<file path="config.mk">
export PLATFORM = sky130hd
export DESIGN_NAME = software_timer_pool_flat
export DESIGN_NICKNAME = d
export VERILOG_FILES = /design/src/rtl/stp_pkg.sv /design/src/rtl/stp_cmd_if.sv /design/src/rtl/stp_res_if.sv /design/src/rtl/stp_datapath.sv /design/src/rtl/stp_ctrl.sv /design/src/rtl/software_timer_pool.sv /design/src/flat_wrapper.sv
export VERILOG_INCLUDE_DIRS = /design/src /design/src/rtl
export SDC_FILE = /design/constraint.sdc
export NUM_CORES = 1
export LEC_CHECK = 0
export BUFFER_PORTS_ARGS = -buffer_cell sky130_fd_sc_hd__buf_4
export CAP_MARGIN = 0
export CORE_UTILIZATION = 55
export DETAILED_ROUTE_END_ITERATION = 8
export GPL_ROUTABILITY_DRIVEN = 0
export GPL_TIMING_DRIVEN = 0
export HOLD_SLACK_MARGIN = 0.12
export PLACE_DENSITY = 0.74
export SLEW_MARGIN = 20
export SYNTH_ARGS = -nofsm -noshare
export SYNTH_HDL_FRONTEND = slang
export SYNTH_HIERARCHICAL = 1
export SYNTH_SLANG_ARGS = --single-unit
</file>
<file path="constraint.sdc">
create_clock -name clk -period 3.2 [get_ports clk]
set_clock_uncertainty 0.05 [all_clocks]
set_input_delay 0.64 -clock clk [delete_from_list [all_inputs] [get_ports clk]]
set_output_delay 0.64 -clock clk [all_outputs]
set_load 0.01 [all_outputs]
</file>
<file path="src/rtl/software_timer_pool_defines.svh">
// Assertion macros shared by the timer pool RTL.
`ifndef SOFTWARE_TIMER_POOL_DEFINES_SVH
`define SOFTWARE_TIMER_POOL_DEFINES_SVH

// Same-cycle implication, sampled on clk, off while arst_n is low.
`define STP_ASSERT_IMPL(lbl, ante, cons) \
	lbl: assert property (@(posedge clk) disable iff (!arst_n) (ante) |-> (cons)) \
		else $error("timer pool: same-cycle check failed");

// Next-cycle implication, sampled on clk, off while arst_n is low.
`define STP_ASSERT_NEXT(lbl, ante, cons) \
	lbl: assert property (@(posedge clk) disable iff (!arst_n) (ante) |=> (cons)) \
		else $error("timer pool: next-cycle check failed");

`endif

</file>
<file path="src/rtl/stp_pkg.sv">
// Shared types and codes for the timer pool.
`default_nettype none

package stp_pkg;

	localparam int CMD_W  = 2;
	localparam int TIME_W = 16;
	localparam int ID_W   = 5;

	localparam logic [CMD_W-1:0] CMD_ADD   = 2'd0;
	localparam logic [CMD_W-1:0] CMD_KILL  = 2'd1;
	localparam logic [CMD_W-1:0] CMD_QUERY = 2'd2;
	localparam logic [CMD_W-1:0] CMD_TICK  = 2'd3;

	localparam logic [CMD_W-1:0] KIND_ADD    = 2'd0;
	localparam logic [CMD_W-1:0] KIND_KILL   = 2'd1;
	localparam logic [CMD_W-1:0] KIND_QUERY  = 2'd2;
	localparam logic [CMD_W-1:0] KIND_EXPIRE = 2'd3;

	// Controller to datapath strobes.
	typedef struct packed {
		logic accept;
		logic scan_inc;
		logic mem_rd;
		logic add_take;
		logic kill_chk;
		logic tick_upd;
		logic emit_fire;
		logic emit_reply;
		logic emit_pend_last;
	} ctl_cmd_t;

	// Datapath to controller status.
	typedef struct packed {
		logic [CMD_W-1:0] req_cmd;
		logic             slot_free;
		logic             scan_last;
		logic             kill_ok;
		logic             fire;
		logic             need_emit;
		logic             pend;
		logic             out_free;
	} dp_stat_t;

endpackage

`default_nettype wire

</file>
<file path="src/rtl/stp_cmd_if.sv">
// Command channel interface.
`default_nettype none

interface stp_cmd_if;
	logic                        valid;
	logic                        ready;
	logic [stp_pkg::CMD_W-1:0]   command;
	logic [stp_pkg::TIME_W-1:0]  timeout_ms;
	logic [stp_pkg::ID_W-1:0]    timer_id;
	logic                        fire_now;

	modport source (output valid, output command, output timeout_ms, output timer_id,
		output fire_now, input ready);
	modport sink (input valid, input command, input timeout_ms, input timer_id,
		input fire_now, output ready);
endinterface

`default_nettype wire

</file>
<file path="src/rtl/stp_res_if.sv">
// Result channel interface.
`default_nettype none

interface stp_res_if;
	logic                       valid;
	logic                       ready;
	logic [stp_pkg::CMD_W-1:0]  kind;
	logic [stp_pkg::ID_W-1:0]   slot_id;
	logic                       success;
	logic                       running;
	logic                       last;

	modport source (output valid, output kind, output slot_id, output success,
		output running, output last, input ready);
	modport sink (input valid, input kind, input slot_id, input success,
		input running, input last, output ready);
endinterface

`default_nettype wire

</file>
<file path="src/rtl/stp_datapath.sv">
// Timer pool datapath: count memory, running flags, scan index, result register.
`default_nettype none
`include "software_timer_pool_defines.svh"

module stp_datapath #(
	parameter int NUM_TIMERS = 16
) (
	input  wire logic                       clk,
	input  wire logic                       arst_n,
	input  wire stp_pkg::ctl_cmd_t          ctl,
	output stp_pkg::dp_stat_t               stat,
	input  wire logic [stp_pkg::CMD_W-1:0]  req_command,
	input  wire logic [stp_pkg::TIME_W-1:0] req_timeout_ms,
	input  wire logic [stp_pkg::ID_W-1:0]   req_timer_id,
	input  wire logic                       req_fire_now,
	input  wire logic                       rsp_ready,
	output logic                            rsp_valid,
	output logic [stp_pkg::CMD_W-1:0]       rsp_kind,
	output logic [stp_pkg::ID_W-1:0]        rsp_slot_id,
	output logic                            rsp_success,
	output logic                            rsp_running,
	output logic                            rsp_last
);

	localparam int IDX_W = (NUM_TIMERS > 1) ? $clog2(NUM_TIMERS) : 1;
	localparam int SUM_W = IDX_W + stp_pkg::ID_W;

	// latched item
	logic [stp_pkg::CMD_W-1:0]  cmd_q;
	logic [stp_pkg::TIME_W-1:0] timeout_q;
	logic [stp_pkg::ID_W-1:0]   id_q;
	logic                       fire_q;

	logic [IDX_W-1:0]           scan_q;
	logic [stp_pkg::ID_W-1:0]   got_q;
	logic                       ok_q;
	logic                       pend_q;
	logic [stp_pkg::ID_W-1:0]   pend_id_q;
	logic [NUM_TIMERS-1:0]      run_q;
	logic [stp_pkg::TIME_W-1:0] rd_q;
	logic [stp_pkg::TIME_W-1:0] mem [NUM_TIMERS];

	logic                       out_valid_q;
	logic [stp_pkg::CMD_W-1:0]  out_kind_q;
	logic [stp_pkg::ID_W-1:0]   out_id_q;
	logic                       out_ok_q;
	logic                       out_run_q;
	logic                       out_last_q;

	logic [stp_pkg::ID_W-1:0]   id_m1;
	logic [SUM_W-1:0]           id_ext;
	logic [IDX_W-1:0]           kidx;
	logic                       id_ok;
	logic [SUM_W-1:0]           scan_num;
	logic [stp_pkg::ID_W-1:0]   scan_id;
	logic                       live;
	logic                       expire;
	logic                       kill_ok;
	logic                       qry_run;
	logic [IDX_W-1:0]           rd_addr;
	logic                       out_free;
	logic                       tick_emit;
	logic                       load;
	logic [stp_pkg::CMD_W-1:0]  nxt_kind;
	logic [stp_pkg::ID_W-1:0]   nxt_id;
	logic                       nxt_ok;
	logic                       nxt_run;
	logic                       nxt_last;

	// id counted from 1 -> slot index
	assign id_m1   = id_q - stp_pkg::ID_W'(1);
	assign id_ext  = SUM_W'(id_m1);
	assign kidx    = id_ext[IDX_W-1:0];
	assign id_ok   = (id_q != '0) && (7'(id_q) <= 7'(NUM_TIMERS));

	assign scan_num = SUM_W'(scan_q) + SUM_W'(1);
	assign scan_id  = scan_num[stp_pkg::ID_W-1:0];

	assign live    = run_q[scan_q] && (rd_q != '0);
	assign expire  = live && (rd_q == stp_pkg::TIME_W'(1));
	assign kill_ok = id_ok && run_q[kidx] && (rd_q != '0);
	assign qry_run = id_ok && run_q[kidx];
	assign rd_addr = (cmd_q == stp_pkg::CMD_TICK) ? scan_q : kidx;

	assign out_free  = !out_valid_q || rsp_ready;
	assign tick_emit = ctl.tick_upd && expire && pend_q;
	assign load      = ctl.emit_fire || ctl.emit_reply || ctl.emit_pend_last || tick_emit;

	always_comb begin
		stat.req_cmd   = req_command;
		stat.slot_free = !run_q[scan_q];
		stat.scan_last = (scan_q == IDX_W'(NUM_TIMERS - 1));
		stat.kill_ok   = kill_ok;
		stat.fire      = fire_q;
		stat.need_emit = expire && pend_q;
		stat.pend      = pend_q;
		stat.out_free  = out_free;
	end

	// next result item
	always_comb begin
		nxt_kind = stp_pkg::KIND_EXPIRE;
		nxt_id   = pend_id_q;
		nxt_ok   = 1'b0;
		nxt_run  = 1'b0;
		nxt_last = ctl.emit_pend_last;
		if (ctl.emit_fire) begin
			nxt_id = id_q;
		end else if (ctl.emit_reply) begin
			nxt_last = 1'b1;
			nxt_ok   = ok_q;
			nxt_id   = id_q;
			case (cmd_q)
				stp_pkg::CMD_ADD: begin
					nxt_kind = stp_pkg::KIND_ADD;
					nxt_id   = got_q;
				end
				stp_pkg::CMD_KILL: begin
					nxt_kind = stp_pkg::KIND_KILL;
				end
				stp_pkg::CMD_QUERY: begin
					nxt_kind = stp_pkg::KIND_QUERY;
					nxt_run  = qry_run;
				end
				default: begin
					nxt_kind = stp_pkg::KIND_EXPIRE;
				end
			endcase
		end
	end

	always_ff @(posedge clk or negedge arst_n) begin
		if (!arst_n) begin
			run_q       <= '0;
			pend_q      <= 1'b0;
			scan_q      <= '0;
			out_valid_q <= 1'b0;
		end else begin
			if (ctl.accept) begin
				scan_q <= '0;
				pend_q <= 1'b0;
			end else if (ctl.scan_inc) begin
				scan_q <= scan_q + IDX_W'(1);
			end
			if (ctl.add_take) begin
				run_q[scan_q] <= 1'b1;
			end
			if (ctl.kill_chk && kill_ok) begin
				run_q[kidx] <= 1'b0;
			end
			if (ctl.tick_upd && expire) begin
				run_q[scan_q] <= 1'b0;
				pend_q        <= 1'b1;
			end
			if (ctl.emit_pend_last) begin
				pend_q <= 1'b0;
			end
			if (load) begin
				out_valid_q <= 1'b1;
			end else if (rsp_ready) begin
				out_valid_q <= 1'b0;
			end
		end
	end

	always_ff @(posedge clk) begin
		if (ctl.accept) begin
			cmd_q     <= req_command;
			timeout_q <= req_timeout_ms;
			id_q      <= req_timer_id;
			fire_q    <= req_fire_now;
			got_q     <= '0;
			ok_q      <= 1'b0;
		end
		if (ctl.add_take) begin
			got_q <= scan_id;
			ok_q  <= 1'b1;
		end
		if (ctl.kill_chk) begin
			ok_q <= kill_ok;
		end
		if (ctl.tick_upd && expire) begin
			pend_id_q <= scan_id;
		end
		if (load) begin
			out_kind_q <= nxt_kind;
			out_id_q   <= nxt_id;
			out_ok_q   <= nxt_ok;
			out_run_q  <= nxt_run;
			out_last_q <= nxt_last;
		end
	end

	// count memory: one write, one registered read per cycle
	always_ff @(posedge clk) begin
		if (ctl.add_take) begin
			mem[scan_q] <= timeout_q;
		end else if (ctl.tick_upd && live) begin
			mem[scan_q] <= rd_q - stp_pkg::TIME_W'(1);
		end
		if (ctl.mem_rd) begin
			rd_q <= mem[rd_addr];
		end
	end

	assign rsp_valid   = out_valid_q;
	assign rsp_kind    = out_kind_q;
	assign rsp_slot_id = out_id_q;
	assign rsp_success = out_ok_q;
	assign rsp_running = out_run_q;
	assign rsp_last    = out_last_q;

	`STP_ASSERT_IMPL(a_take_free, ctl.add_take, !run_q[scan_q])
	`STP_ASSERT_NEXT(a_kill_frees, ctl.kill_chk && kill_ok, !run_q[$past(kidx)])
	`STP_ASSERT_NEXT(a_pend_done, ctl.emit_pend_last, !pend_q)

endmodule

`default_nettype wire

</file>
<file path="src/rtl/stp_ctrl.sv">
// Timer pool controller: sequences add scan, kill check, query and tick sweep.
`default_nettype none
`include "software_timer_pool_defines.svh"

module stp_ctrl (
	input  wire logic              clk,
	input  wire logic              arst_n,
	input  wire logic              req_valid,
	output logic                   req_ready,
	input  wire stp_pkg::dp_stat_t stat,
	output stp_pkg::ctl_cmd_t      ctl
);

	typedef enum logic [8:0] {
		S_IDLE  = 9'b000000001,
		S_ADD   = 9'b000000010,
		S_KRD   = 9'b000000100,
		S_KCHK  = 9'b000001000,
		S_KFIRE = 9'b000010000,
		S_REPLY = 9'b000100000,
		S_TRD   = 9'b001000000,
		S_TUPD  = 9'b010000000,
		S_TEND  = 9'b100000000
	} state_t;

	state_t state_q;
	state_t state_d;

	always_comb begin
		state_d   = state_q;
		ctl       = '0;
		req_ready = 1'b0;
		case (state_q)
			S_IDLE: begin
				req_ready = 1'b1;
				if (req_valid) begin
					ctl.accept = 1'b1;
					case (stat.req_cmd)
						stp_pkg::CMD_ADD:   state_d = S_ADD;
						stp_pkg::CMD_KILL:  state_d = S_KRD;
						stp_pkg::CMD_QUERY: state_d = S_REPLY;
						default:            state_d = S_TRD;
					endcase
				end
			end
			S_ADD: begin
				if (stat.slot_free) begin
					ctl.add_take = 1'b1;
					state_d      = S_REPLY;
				end else if (stat.scan_last) begin
					state_d = S_REPLY;
				end else begin
					ctl.scan_inc = 1'b1;
				end
			end
			S_KRD: begin
				ctl.mem_rd = 1'b1;
				state_d    = S_KCHK;
			end
			S_KCHK: begin
				ctl.kill_chk = 1'b1;
				state_d      = (stat.kill_ok && stat.fire) ? S_KFIRE : S_REPLY;
			end
			S_KFIRE: begin
				if (stat.out_free) begin
					ctl.emit_fire = 1'b1;
					state_d       = S_REPLY;
				end
			end
			S_REPLY: begin
				if (stat.out_free) begin
					ctl.emit_reply = 1'b1;
					state_d        = S_IDLE;
				end
			end
			S_TRD: begin
				ctl.mem_rd = 1'b1;
				state_d    = S_TUPD;
			end
			S_TUPD: begin
				if (!stat.need_emit || stat.out_free) begin
					ctl.tick_upd = 1'b1;
					if (stat.scan_last) begin
						state_d = S_TEND;
					end else begin
						ctl.scan_inc = 1'b1;
						state_d      = S_TRD;
					end
				end
			end
			S_TEND: begin
				if (!stat.pend) begin
					state_d = S_IDLE;
				end else if (stat.out_free) begin
					ctl.emit_pend_last = 1'b1;
					state_d            = S_IDLE;
				end
			end
			default: begin
				state_d = S_IDLE;
			end
		endcase
	end

	always_ff @(posedge clk or negedge arst_n) begin
		if (!arst_n) begin
			state_q <= S_IDLE;
		end else begin
			state_q <= state_d;
		end
	end

	`STP_ASSERT_IMPL(a_load_room, ctl.emit_fire || ctl.emit_reply || ctl.emit_pend_last, stat.out_free)
	`STP_ASSERT_NEXT(a_busy_after_accept, ctl.accept, !req_ready)
	`STP_ASSERT_IMPL(a_scan_bound, ctl.scan_inc, !stat.scan_last)

endmodule

`default_nettype wire

</file>
<file path="src/rtl/software_timer_pool.sv">
// One item at a time; a tick sweeps every slot through the single count-memory port,
// a read then a read-modify-write per slot. Output stalls add cycles only while a
// result waits in the result register.
// Reset (arst_n low, async): controller idle, running flags, pending expiry and
// result valid cleared; the count memory needs no clear since free slots ignore it.
`default_nettype none

module software_timer_pool #(
	parameter int NUM_TIMERS = 16
) (
	input  wire logic   clk,
	input  wire logic   arst_n,
	stp_cmd_if.sink     cmd,
	stp_res_if.source   res
);

	// command/status between the sequencer and the datapath
	stp_pkg::ctl_cmd_t ctl;
	stp_pkg::dp_stat_t stat;

	// Sequencer: owns the command handshake; holds ready low from the
	// accepted item until its last result is in the result register.
	stp_ctrl u_ctrl (
		.clk       (clk),
		.arst_n    (arst_n),
		.req_valid (cmd.valid),
		.req_ready (cmd.ready),
		.stat      (stat),
		.ctl       (ctl)
	);

	// Datapath: running flags in flops, counts in a one-port memory with
	// registered read, plus a one-deep result register that frees the next
	// slot of the sweep while the sink still holds off.
	// Expiries found during a tick are held back by one so the final one
	// can be flagged as last when the sweep ends.
	stp_datapath #(
		.NUM_TIMERS (NUM_TIMERS)
	) u_dp (
		.clk            (clk),
		.arst_n         (arst_n),
		.ctl            (ctl),
		.stat           (stat),
		.req_command    (cmd.command),
		.req_timeout_ms (cmd.timeout_ms),
		.req_timer_id   (cmd.timer_id),
		.req_fire_now   (cmd.fire_now),
		.rsp_ready      (res.ready),
		.rsp_valid      (res.valid),
		.rsp_kind       (res.kind),
		.rsp_slot_id    (res.slot_id),
		.rsp_success    (res.success),
		.rsp_running    (res.running),
		.rsp_last       (res.last)
	);

endmodule

`default_nettype wire

</file>
<file path="src/flat_wrapper.sv">
// flat-port wrapper written by rule: the top's interface ports become plain ports
module software_timer_pool_flat 
#(
	parameter int NUM_TIMERS = 16
)
  (clk, arst_n, cmd_valid, cmd_command, cmd_timeout_ms, cmd_timer_id, cmd_fire_now, cmd_ready, res_valid, res_kind, res_slot_id, res_success, res_running, res_last, res_ready);
  stp_cmd_if cmd_i ();
  stp_res_if res_i ();
  input  wire logic clk;
  input  wire logic arst_n;
  input wire logic [$bits(cmd_i.valid)-1:0] cmd_valid;
  input wire logic [$bits(cmd_i.command)-1:0] cmd_command;
  input wire logic [$bits(cmd_i.timeout_ms)-1:0] cmd_timeout_ms;
  input wire logic [$bits(cmd_i.timer_id)-1:0] cmd_timer_id;
  input wire logic [$bits(cmd_i.fire_now)-1:0] cmd_fire_now;
  output wire logic [$bits(cmd_i.ready)-1:0] cmd_ready;
  output wire logic [$bits(res_i.valid)-1:0] res_valid;
  output wire logic [$bits(res_i.kind)-1:0] res_kind;
  output wire logic [$bits(res_i.slot_id)-1:0] res_slot_id;
  output wire logic [$bits(res_i.success)-1:0] res_success;
  output wire logic [$bits(res_i.running)-1:0] res_running;
  output wire logic [$bits(res_i.last)-1:0] res_last;
  input wire logic [$bits(res_i.ready)-1:0] res_ready;
  assign cmd_i.valid = cmd_valid;
  assign cmd_i.command = cmd_command;
  assign cmd_i.timeout_ms = cmd_timeout_ms;
  assign cmd_i.timer_id = cmd_timer_id;
  assign cmd_i.fire_now = cmd_fire_now;
  assign cmd_ready = cmd_i.ready;
  assign res_valid = res_i.valid;
  assign res_kind = res_i.kind;
  assign res_slot_id = res_i.slot_id;
  assign res_success = res_i.success;
  assign res_running = res_i.running;
  assign res_last = res_i.last;
  assign res_i.ready = res_ready;
  software_timer_pool #(.NUM_TIMERS(NUM_TIMERS)) u_core (.clk(clk), .arst_n(arst_n), .cmd(cmd_i), .res(res_i));
endmodule
</file>
==> flow_summary.json, run 1 <==
{
  "status": "finished, violations left",
  "violations": "setup timing",
  "initial_core_util_pct": 55.8,
  "drt_iter0_drc": 1464,
  "antenna_left": 0,
  "p_leak_nw": 6.16,
  "grt_pass1_wl_um": 52800,
  "area_growth_pct": 20.1,
  "die_w_um": 167,
  "clkTransAtPathRegs_ns": 0.06,
  "maxSlewHeadroom_pct": 45.3,
  "yosysWarnings": 6,
  "hold_path.class": "input pin to register",
  "crit_path_top_delay_cell": "mux4_2",
  "htreeDepth": 2,
  "synth_top_area_share_pct": 63.5,
  "num_antenna_cells": 0,
  "start_kind": "register",
  "die_area_um2": 27900,
  "synth_common_cells": "317 x edfxtp_1, 72 x mux4_2, 49 x nor2_1",
  "synth.largest_area_cell": "edfxtp_1",
  "synth_edf_count": 317,
  "grt_max_degree": 32,
  "yosysSeqAreaShare_pct": 68.7,
  "crit_type": "register to register",
  "synth_cells": 866,
  "async_flop_share_pct": 8.91,
  "rsz0062_at_grt": "true",
  "row_count": 60,
  "path_cells": "buf_6 -> mux4_2 -> a22oi_2 -> nand2_2 -> and3_4 -> a21boi_4 -> a31oi_4 -> nor2b_2 -> buf_8",
  "overflow": 0,
  "wl_um": 37700,
  "worstPathRequired_ns": 3.39,
  "critPathArrivalTime_ns": 3.45,
  "die_y_um": 167,
  "grt_pass1_vias": 8620,
  "fin_crit_sh_pct": 102,
  "final-setup-viol-count": 58,
  "clock.fmax_ghz": 0.307,
  "drt_pass1_iterations": 8,
  "fin_nets": 1049,
  "synth_area_um2": 15000,
  "hold_viol_final": 0,
  "period_minus_slack_ns": 3.25,
  "clockRootBuffer": "clkbuf_16",
  "fin_ws_ns": -0.0550,
  "slew_violations": 0,
  "ys.flop_type": "edfxtp_1",
  "fin_cells": 1374,
  "fin_setup_tns_ns": -1.59,
  "avgViaCountPerCell": 6.69,
  "critPathBufInv": 2,
  "synth.avg_cell_area_um2": 17.3,
  "clockBufferDepth": 3,
  "drive_gt1_share_pct": 32.7,
  "ys_types": 76,
  "cp-end-kind": "register",
  "core_region_area_um2": 26900,
  "critPathMaxStageDelay_ns": 0.55,
  "drt-wirelength-per-cell_um": 27.5,
  "antenna_found_initial": 1,
  "ios": 40,
  "p_per_area_nw_per_um2": 813,
  "maxCapViolCount": 0,
  "cts_tree": "built",
  "dpl.hpwl_um": 22000,
  "post-route-drc-count": 0,
  "critical_path.max_fanout": 9,
  "num_vias": 9190,
  "peakVddDrop_mv": 0.349,
  "port_buffers": 39,
  "syn_nets": 905,
  "cts-buffers-inserted": 36,
  "tightest_slew_ns": 0.814,
  "path_delay_family": "simple AND/OR/NAND/NOR gates",
  "synth.area.top_cells": "edfxtp_1 64%, mux4_2 11%, dfrtp_1 5.0%, nor2_1 1.2%, a221o_1 1.1%",
  "clkLatencyLatePin_ns": 0.53,
  "synth-seq-cells": 348,
  "dp.cells": 1265,
  "cts_sinks": 348,
  "grt_usage_pct": 25.4,
  "synth_most_common_cell": "edfxtp_1"
}
## cells by family (layout without fill, tap and decap cells)
logic type | Yosys count | count (layout) | share of synthesized area [%]
DFF | 348 | 348 | 68.7
adders and majority gates | 11 | 11 | 0.918
and+or+nand+nor | 205 | 205 | 7.79
muxes | 92 | 106 | 12.5
xor gates and xnor gates | 24 | 24 | 1.45
AOI/OAI and AO/OA | 112 | 112 | 5.94
buffers and inverters | 74 | 227 | 2.65
## power by group
group,internal [mW],switching [mW],total (mW)
Sequential,5.63,0.226,5.86
Clock,2.37,1.71,4.09
Combinational,2.02,2.66,4.68
Total,10.0,4.60,14.6
## area by class of cell
class	instances	area, um2
plain buffers	55	365
clock buffers	47	962
clock inverters	14	173
fillers	1697	8870
inverters	19	71.3
multi-input cells	458	4780
flip-flops and latches	348	10300
well taps	341	427
repair buffers	92	928
## registers in the layout, indices dropped and copies added, names as in the netlist
signal                   flops
u_core/u_ctrl/state_q        9
u_core/u_dp/cmd_q            2
u_core/u_dp/fire_q           1
u_core/u_dp/got_q            5
u_core/u_dp/id_q             5
u_core/u_dp/mem            256
u_core/u_dp/ok_q             1
u_core/u_dp/pend_id_q        5
u_core/u_dp/pend_q           1
u_core/u_dp/rd_q            16
u_core/u_dp/rsp_kind         2
u_core/u_dp/rsp_last         1
u_core/u_dp/rsp_running      1
u_core/u_dp/rsp_slot_id      5
u_core/u_dp/rsp_success      1
u_core/u_dp/rsp_valid        1
u_core/u_dp/run_q           16
u_core/u_dp/scan_q           4
u_core/u_dp/timeout_q       16
## per-stage QoR
| step | instance area, um2 | utilization, % | hold WS, ns | worst slack (ns) | power, mW |
|---|---|---|---|---|---|
| floorplan | 15000 | - | 0.294 | -0.123 | 8.78 |
| detailed placement | 16000 | 59.6 | 0.465 | -0.739 | 9.99 |
| finish | 18000 | 67.0 | 0.235 | -0.0550 | 14.6 |
| global route | 18000 | 67.0 | 0.224 | -0.122 | 15.1 |
| CTS | 17700 | 65.8 | 0.221 | -0.00182 | 14.3 |
| global placement | 15700 | 58.5 | 0.452 | -1.17 | 9.85 |
## final timing paths
check / startpoint / to / slack, ns / depth (start not counted)
worst min register to register: u_core/u_dp/rsp_valid$_DFFE_PN0P_ / u_core/u_dp/rsp_valid$_DFFE_PN0P_ / 0.48 / 2
min in group asynchronous: arst_n / u_core/u_dp/scan_q[2]$_DFFE_PN0P_ / 0.55 / 2
max in group asynchronous: arst_n / u_core/u_ctrl/state_q[0]$_DFFE_PN1P_ / 2.19 / 2
worst max register to register: u_core/u_dp/scan_q[0]$_DFFE_PN0P_ / u_core/u_dp/mem[15][11]$_DFFE_PP_ / -0.05 / 9
worst min-delay path: cmd_timer_id[0] / u_core/u_dp/id_q[0]$_DFFE_PP_ / 0.23 / 1
worst max-delay path: u_core/u_dp/scan_q[0]$_DFFE_PN0P_ / u_core/u_dp/mem[15][11]$_DFFE_PP_ / -0.05 / 9
## cells in the final DEF, fill, tap and decap left out, drive strengths merged, types with 11 or more instances in the layout
| cell type | n |
|---|---|
| a21oi | 14 |
| mux4 | 72 |
| inv | 21 |
| and3 | 17 |
| ha | 11 |
| edfxtp | 317 |
| mux2 | 30 |
| nand4 | 11 |
| nor4 | 17 |
| buf | 128 |
| nor2b | 13 |
| nor2 | 49 |
| nor3 | 12 |
| clkbuf | 65 |
| and2 | 12 |
| a22o | 16 |
| a221o | 16 |
| nand2 | 35 |
| dfrtp | 30 |
| xor2 | 15 |
| a31oi | 17 |
## layer usage
metal | vias to the layer above | wire length [um] | track usage [%]
li1 | 3814 | - | -
met1 | 4619 | 14500 | 35.5
met2 | 654 | 17400 | 39.3
met3 | 101 | 4950 | 7.60
met4 | 2 | 910 | 6.80
met5 | - | 12 | 0
## timing repair
action	in CTS	in global routing
buffers inserted	24	8
resized for setup	48	32
hold endpoints to repair	30	0
gates cloned	6	10
pin swaps	15	4
endpoints found under the setup margin	560	515
hold buffers	1	0
No activity file was read; power rests on OpenSTA's default activity.
==> inputs of run 2 (changes only) <==
--- a/config.mk
+++ b/config.mk
@@ -6,6 +6,7 @@
 export SDC_FILE = /design/constraint.sdc
 export NUM_CORES = 1
 export LEC_CHECK = 0
+export ABC_AREA = 1
 export BUFFER_PORTS_ARGS = -buffer_cell sky130_fd_sc_hd__buf_4
 export CAP_MARGIN = 0
 export CORE_UTILIZATION = 55
==> run 2 against run 1 <==
The run now ends clean. Cell count rose by 44%. Setup slack better by 0.14 ns. Critical path depth is 9 higher. Worst hold slack improved by 0.0084 ns. Global-route usage up 4.2 points. Synthesized area increased by 4.5%. Clock power down 5.4%. Utilization grew 0.059 points. Flip-flop and latch count is the same. Largest power group unchanged. Highest routed layer is now met4.
==> flow_summary.json, run 2 <==
{
  "p_leak_nw": 6.90,
  "die_area_um2": 29100,
  "ys.flop_type": "edfxtp_1",
  "r2r_end": "u_core/u_dp/mem[1][2]$_DFFE_PP_",
  "syn_nets": 1475,
  "drt-wirelength-per-cell_um": 21.8,
  "clkTransAtPathRegs_ns": 0.06,
  "row_count": 61,
  "synth.largest_area_cell": "edfxtp_1",
  "swShare_pct": 37.6,
  "synth-seq-cells": 348,
  "drt_pass1_iterations": 5,
  "synth_most_common_cell": "edfxtp_1",
  "avgViaCountPerCell": 5.91,
  "clock.fmax_ghz": 0.321,
  "switchingPower_mw": 5.71,
  "critPathBufInv": 8,
  "drt_iter0_drc": 1205,
  "grt_pass1_wl_um": 63300,
  "synth_cells": 1436,
  "synth_top_area_share_pct": 60.8,
  "largest_reg_flops": 256,
  "path_cells": "or2_4 -> nor2_4 -> nand2_4 -> buf_4 -> nor3_4 -> buf_6 -> and3_4 -> inv_2 -> nor2_2 -> nor3_2 -> buf_4 -> clkbuf_8 -> nand2_2 -> nand2_2 -> inv_4 -> buf_4 -> nor2_4 -> buf_12",
  "htreeDepth": 2,
  "cts_sinks": 348,
  "initial_core_util_pct": 56.2,
  "drive_gt1_share_pct": 20.9,
  "dpl.hpwl_um": 27800,
  "post-route-drc-count": 0,
  "p_per_area_nw_per_um2": 813,
  "cts_tree": "built",
  "clkLatencyLatePin_ns": 0.52,
  "critical_path.max_fanout": 16,
  "antenna_found_initial": 0,
  "cp_num_cells": 18,
  "r2r-start": "u_core/u_dp/rd_q[4]$_DFFE_PP_",
  "synth.area.top_cells": "edfxtp_1 61%, nor2_1 7.2%, dfrtp_1 4.8%, nand2_1 4.2%, o21ai_0 3.6%",
  "die_w_um": 171,
  "final-setup-viol-count": 0,
  "final_util_pct": 67.0,
  "grt_usage_pct": 29.6,
  "core_region_area_um2": 27900,
  "port_buffers": 39,
  "crit_path_end": "u_core/u_dp/mem[1][2]$_DFFE_PP_",
  "area_growth_pct": 19.3,
  "cts-buffers-inserted": 36,
  "die_y_um": 171,
  "critPathMaxStageDelay_ns": 0.41,
  "peakVddDrop_mv": 0.440,
  "num_antenna_cells": 0,
  "fin_crit_sh_pct": 97.3,
  "overflow": 0,
  "tightest_slew_ns": 0.828,
  "final_cell_mix": "317 x edfxtp_1, 281 x nor2_1, 172 x nand2_1, 106 x o21ai_0, 91 x inv_1",
  "crit_start": "u_core/u_dp/rd_q[4]$_DFFE_PP_",
  "synth_common_cells": "317 x edfxtp_1, 301 x nor2_1, 176 x nand2_1",
  "hold_viol_final": 0,
  "antenna_left": 0,
  "maxCapViolCount": 0,
  "synth.avg_cell_area_um2": 10.9,
  "status": "completed",
  "p_clk_share_pct": 25.5,
  "fin_area_um2": 18700,
  "path_delay_family": "simple AND/OR/NAND/NOR gates",
  "synth_area_um2": 15700,
  "async_flop_share_pct": 8.91,
  "crit_path_top_delay_cell": "edfxtp_1",
  "combPwrFrac_pct": 36.4,
  "internal-power_mw": 9.47,
  "seqPwrFrac_pct": 38.1,
  "critPathArrivalTime_ns": 3.32,
  "maxSlewHeadroom_pct": 44.6,
  "clockBufferDepth": 3,
  "hold_path.class": "input pin to register",
  "ys_types": 42,
  "period_minus_slack_ns": 3.11,
  "yosysWarnings": 6,
  "wl_um": 43300,
  "fin_setup_tns_ns": 0,
  "num_vias": 11700,
  "final_common_cell": "edfxtp_1",
  "cpMostUsedCell": "buf_4",
  "start_kind": "register",
  "r2r_setup_slack_ns": 0.09,
  "place_ws_ns": -0.860,
  "rr_worst_depth": 18,
  "crit_type": "register to register",
  "regMostFlops": "u_core/u_dp/mem",
  "grt_pass1_vias": 11300,
  "fin_nets": 1617,
  "ios": 40,
  "cp-end-kind": "register",
  "worstPathRequired_ns": 3.41,
  "place_area_um2": 16600,
  "clockRootBuffer": "clkbuf_16",
  "slew_violations": 0,
  "yosysSeqAreaShare_pct": 65.8,
  "fin_ws_ns": 0.0870,
  "grt_max_degree": 32,
  "hold_slack_ns": 0.243,
  "synth_edf_count": 317
}
==> run 2: stage by stage <==
| step | total power, mW | instances |
|---|---|---|
| after detailed placement | 10.9 | 1858 |
| after CTS | 14.9 | 1966 |
| final | 15.2 | 1983 |
| after global placement | 10.8 | 1853 |
| after global routing | 15.8 | 1983 |
| after floorplan | 9.14 | 1436 |
==> run 2: layer usage <==
layer	share of wire [%]	GRT usage (%)	up-vias
met1	37	37.0	5653
li1	-	-	5248
met2	50	50.6	687
met5	0	0	-
met3	8.7	4.30	127
met4	4.9	14.8	0
==> run 2: timing repair <==
item,4_1_cts,5_1_grt
pin swaps,22,12
resized for setup,45,21
cloned,1,1
setup buffers,42,17
hold buffers,1,0
hold endpoints to repair,30,0
setup endpoints to repair,537,522
==> run 2: area by class of cell <==
type | count | area, um2
Buffer | 70 | 420
Clock buffer | 46 | 948
Clock inverter | 19 | 133
Fill cell | 1923 | 9180
Inverter | 108 | 419
Multi-Input combinational cell | 908 | 4850
Sequential cell | 348 | 10300
Tap cell | 378 | 473
Timing Repair Buffer | 106 | 1130
==> run 2: kinds of logic after synthesis <==
group                    synth area share (%)
buffers and inverters                    5.19
AND/OR/NAND/NOR                          17.8
XOR/XNOR                                0.671
adder cells (fa/ha/maj)                 0.879
AO/OA/AOI/OAI                            9.69
flip-flops                               65.8
==> run 2: worst min path at each step <==
stage	from	to	slack (ns)	cells after the start
after floorplan	arst_n	u_core/u_ctrl/state_q[1]$_DFFE_PN0P_	0.29	0
after global placement	u_core/u_dp/ok_q$_DFFE_PP_	u_core/u_dp/rsp_success$_SDFFCE_PP0P_	0.49	2
after detailed placement	u_core/u_dp/ok_q$_DFFE_PP_	u_core/u_dp/rsp_success$_SDFFCE_PP0P_	0.48	2
after CTS	cmd_timeout_ms[10]	u_core/u_dp/timeout_q[10]$_DFFE_PP_	0.23	1
after global routing	cmd_timeout_ms[11]	u_core/u_dp/timeout_q[11]$_DFFE_PP_	0.23	1
final	cmd_timeout_ms[6]	u_core/u_dp/timeout_q[6]$_DFFE_PP_	0.24	1
==> run 2: power by group through the flow <==
stage	Clock, mW	Sequential (mW)	Combinational (mW)
2_1_floorplan	0	5.85	3.29
3_3_place_gp	0	5.89	4.88
3_5_place_dp	0	5.88	5.07
4_1_cts	3.90	5.78	5.25
5_1_grt	4.08	5.80	5.91
6_report	3.87	5.78	5.53
